$ cat config.mk
export PLATFORM = sky130hd
export DESIGN_NAME = gtq_ctrl
export DESIGN_NICKNAME = d
export VERILOG_FILES = /design/src/rtl/core/gtq_pkg.sv /design/src/rtl/core/gtq_ctrl.sv
export SDC_FILE = /design/constraint.sdc
export NUM_CORES = 1
export LEC_CHECK = 0
export ABC_AREA = 1
export ABC_CLOCK_PERIOD_IN_PS = 2200
export BUFFER_PORTS_ARGS = -buffer_cell sky130_fd_sc_hd__buf_2
export CORE_AREA = 5 5 42 44
export DETAILED_ROUTE_END_ITERATION = 7
export DIE_AREA = 0 0 47 49
export PLACE_DENSITY = 0.63
export SYNTH_ARGS = -nofsm -noshare
export SYNTH_HDL_FRONTEND = slang
export SYNTH_SLANG_ARGS = --single-unit
$ cat constraint.sdc
create_clock -name clk -period 2.2 [get_ports clk]
set_clock_uncertainty 0.05 [all_clocks]
set_input_delay 0.44 -clock clk [delete_from_list [all_inputs] [get_ports clk]]
set_output_delay 0.44 -clock clk [all_outputs]
set_load 0.1 [all_outputs]
$ cat src/rtl/core/gtq_pkg.sv
package gtq_pkg;

  // Default sizes
  localparam int GROUP_COUNT_DEF  = 16;
  localparam int MEMBER_SLOTS_DEF = 64;
  localparam int QUEUE_DEPTH_DEF  = 64;
  localparam int VALUE_BITS_DEF   = 32;

  // Operation codes
  localparam logic [1:0] OP_ENQ  = 2'd0;
  localparam logic [1:0] OP_DEQ  = 2'd1;
  localparam logic [1:0] OP_LOAD = 2'd2;

  // Result status codes
  localparam logic [2:0] ST_OK         = 3'd0;
  localparam logic [2:0] ST_EMPTY      = 3'd1;
  localparam logic [2:0] ST_FULL       = 3'd2;
  localparam logic [2:0] ST_UNKNOWN    = 3'd3;
  localparam logic [2:0] ST_TABLE_FULL = 3'd4;

  typedef enum logic [2:0] {
    S_IDLE,
    S_SCAN,
    S_ALLOC,
    S_ENQ,
    S_DEQ,
    S_DONE
  } gtq_state_t;

  // Controller to datapath
  typedef struct packed {
    logic       take;
    logic       load;
    logic       scan_start;
    logic       scan_step;
    logic       alloc;
    logic       enq;
    logic       deq_rd;
    logic       deq;
    logic       set_res;
    logic [2:0] res_code;
  } gtq_cmd_t;

  // Datapath to controller
  typedef struct packed {
    logic m_full;
    logic q_empty;
    logic q_full;
    logic scan_last;
    logic hit;
  } gtq_sts_t;

endpackage

$ cat src/rtl/core/gtq_ctrl.sv
module gtq_ctrl import gtq_pkg::*; (
  input  logic       clk,
  input  logic       rst,
  input  logic       item_valid,
  output logic       item_stall,
  input  logic [1:0] op,
  output logic       result_valid,
  input  logic       result_stall,
  input  gtq_sts_t   sts,
  output gtq_cmd_t   cmd
);

  gtq_state_t state, state_next;

  // State register
  always_ff @(posedge clk) begin
    if (rst) begin
      state <= S_IDLE;
    end else begin
      state <= state_next;
    end
  end

  // Next state and commands
  always_comb begin
    state_next   = state;
    cmd          = '0;
    item_stall   = (state != S_IDLE);
    result_valid = (state == S_DONE);
    case (state)
      S_IDLE: begin
        if (item_valid) begin
          cmd.take = 1'b1;
          case (op)
            OP_LOAD: begin
              cmd.load     = 1'b1;
              cmd.set_res  = 1'b1;
              cmd.res_code = sts.m_full ? ST_TABLE_FULL : ST_OK;
              state_next   = S_DONE;
            end
            OP_DEQ: begin
              if (sts.q_empty) begin
                cmd.set_res  = 1'b1;
                cmd.res_code = ST_EMPTY;
                state_next   = S_DONE;
              end else begin
                cmd.deq_rd = 1'b1;
                state_next = S_DEQ;
              end
            end
            OP_ENQ: begin
              cmd.scan_start = 1'b1;
              state_next     = S_SCAN;
            end
            default: begin
              cmd.set_res  = 1'b1;
              cmd.res_code = ST_OK;
              state_next   = S_DONE;
            end
          endcase
        end
      end
      S_SCAN: begin
        cmd.scan_step = 1'b1;
        if (sts.scan_last) state_next = S_ALLOC;
      end
      S_ALLOC: begin
        if (!sts.hit) begin
          cmd.set_res  = 1'b1;
          cmd.res_code = ST_UNKNOWN;
          state_next   = S_DONE;
        end else if (sts.q_full) begin
          cmd.set_res  = 1'b1;
          cmd.res_code = ST_FULL;
          state_next   = S_DONE;
        end else begin
          cmd.alloc  = 1'b1;
          state_next = S_ENQ;
        end
      end
      S_ENQ: begin
        cmd.enq      = 1'b1;
        cmd.set_res  = 1'b1;
        cmd.res_code = ST_OK;
        state_next   = S_DONE;
      end
      S_DEQ: begin
        cmd.deq      = 1'b1;
        cmd.set_res  = 1'b1;
        cmd.res_code = ST_OK;
        state_next   = S_DONE;
      end
      S_DONE: begin
        if (!result_stall) state_next = S_IDLE;
      end
      default: state_next = S_IDLE;
    endcase
  end

endmodule

==> results.tsv <==
metric	value	unit
relative max-transition margin	67.7	%
CTS sink cnt	3	
gp weighted congestion	0.764	
initial DRC count	8	
final count of hold timing violations	0	
Max Clk Rate	476	MHz
crit path capture type	primary output	
drc violations	0	
final cell count without fillers	107	
dpl cell area	643	sq um
Crit Path Category	flip-flop to primary output	
period utilization	95.5	%
Fin Setup TNS	0	ps
Clk Tree Root Cell	clkbuf_4	
clock slew at reported path FFs	40	ps
Setup crit start kind	flip-flop	
number of fillers in the final layout	144	
Tmin final	2100	ps
DR WL/cell	9.63	um
cell mode on critical path	nor2_4	
num rows	14	
Port Buffers	24	
Post-Synthesis Net Count	74	
Max Slew Vio Count	0	
vias in the first global route	441	
Synth Warn #	0	
met3 GRT Util	1.48	%
post-synthesis cell area	370	sq um
Initial Util	26.4	%
status	finished, final reports clean	
largest net degree at the start of global routing	8	
vias after detailed routing	466	
GR Util met2	16.1	%
area of the core	1400	sq um
Synth Register Bits	3	
Final ANT Viol Nets	0	
Least-Margin Pin Slew	487	ps
Worst path max stage delay	420	ps
M1 GR Usage	10.8	%
Post-CTS Setup Inserts	0	
first-pass GRT wire length	1.64	mm
GRT Overall Usage	9.79	%
clock latency on the worst-skew pair	230	ps
max-cap viol count	0	
Die Y	49	um
Die X	47	um
Avg Cell Area, Syn	5.88	sq um
Regs by FF count	state: 3 flops	
required time of the critical path	1710	ps
Arr. time, crit path	1610	ps
number of flip-flops under the largest register name	3	
Top reg by flops	state	
die area	2300	sq um
CP Max Fanout	6	
initial antenna violation count	0	
Routed WL	1.03	mm
Area Growth Syn to Fin	80.7	%
io pins	25	
Max Buffers Root-to-Sink	2	
DR pass1 iterations	4	
GRT busiest layer	met2	
flop2flop setup slack	1000	ps
TritonCTS clock tree	built	
sequential fraction of the synthesis area	16.2	%
placed instance count	103	
worst min path class	primary input to flip-flop	
global route overflow	0	
Setup violations, final	0	
CTS H-Tree Depth	1	
crit path max-delay cell type	buf_2	
Post-CTS Resized	0	
critical-path cell list	nor2_4, nand2_8, nor2_4, inv_2, nor2_4, buf_2	
RSZ-0062 raised after global routing	no	
Final Cell Area	669	sq um
share of layout cells above drive strength 1	53.8	%
Syn Inst Count	63	
Num CTS Buffers	3	
nets	103	
Hold-fix buffers, CTS	0	
count of cell types in the netlist	19	
Vias/cell	4.36	
HPWL Detailed	940	um
Antenna diodes	0	
-- cell usage after synthesis --
library cell	n	area [sq um]
nor3_1	1	5.00
nand3_1	5	25.0
nand2_2	2	12.5
o21a_1	1	7.51
nor2_4	3	33.8
nand3_2	2	20.0
o22ai_1	1	6.26
nand4_1	2	12.5
inv_2	3	11.3
dfxtp_1	3	60.1
nand2_1	14	52.6
o21ai_1	2	10.0
inv_4	1	6.26
o21ai_0	2	10.0
nor2_1	5	18.8
inv_1	12	45.0
nor3b_2	1	12.5
nor2_2	2	12.5
a21oi_2	1	8.76
-- critical path: cells and delay by family, from the launching register on --
kind	cells	cell delay [ps]
and+or+nand+nor	4	520
DFF	1	350
buffers and inverters	2	500
-- metrics by stage --
| step | utilization, % | hold slack, ps | setup WS (ps) |
|---|---|---|---|
| 3_3_place_gp | 45.9 | 579 | 357 |
| 2_1_floorplan | - | 452 | -629 |
| 3_5_place_dp | 45.9 | 576 | 338 |
| 5_1_grt | 47.8 | 352 | 16.5 |
| 4_1_cts | 47.8 | 336 | 81.7 |
| 6_report | 47.8 | 345 | 100 |
-- metal layers --
layer | vias up | wire length, um | part of all wire [%]
met4 | 0 | 21 | 2.0
met1 | 196 | 411 | 40
met2 | 19 | 488 | 47
met5 | - | 0 | 0
met3 | 2 | 110 | 11
li1 | 249 | - | -
-- final timing paths --
path              startpoint        to  cells past startpoint
setup / recovery    state[0]    cmd[5]                      6
hold / removal           rst  state[2]                      2
setup reg to reg    state[2]  state[2]                      6
hold reg to reg     state[0]  state[2]                      2
-- cell type report --
cell class	instances	area, sq um	share of cell area [%]
inverters	16	62.6	9.35
multi-input cells	44	319	47.7
well taps	16	20.0	2.99
repair buffers	24	180	26.9
clock buffers	4	26.3	3.93
flip-flops and latches	3	61.3	9.16
-- cell families (layout without fill, tap and decap cells) --
logic type	Yosys count	count (layout)	share of synthesized area, %
compound gates	7	7	11.5
flops	3	3	16.2
simple gates	37	37	55.4
buf+inv	16	44	16.9
-- cell usage in the layout, fill, tap and decap left out, drive strengths merged --
cell and n:
nand2 16, dfxtp 3, o21ai 4, nor3 1
o22ai 1, inv 16, a21oi 1, nor2 10
clkbuf 4, nand3 7, o21a 1, nor3b 1
nand4 2, buf 24
Power is left out: the tool's default activity adds up to more than one toggle a clock period on the data nets, which glitch-free logic cannot reach.
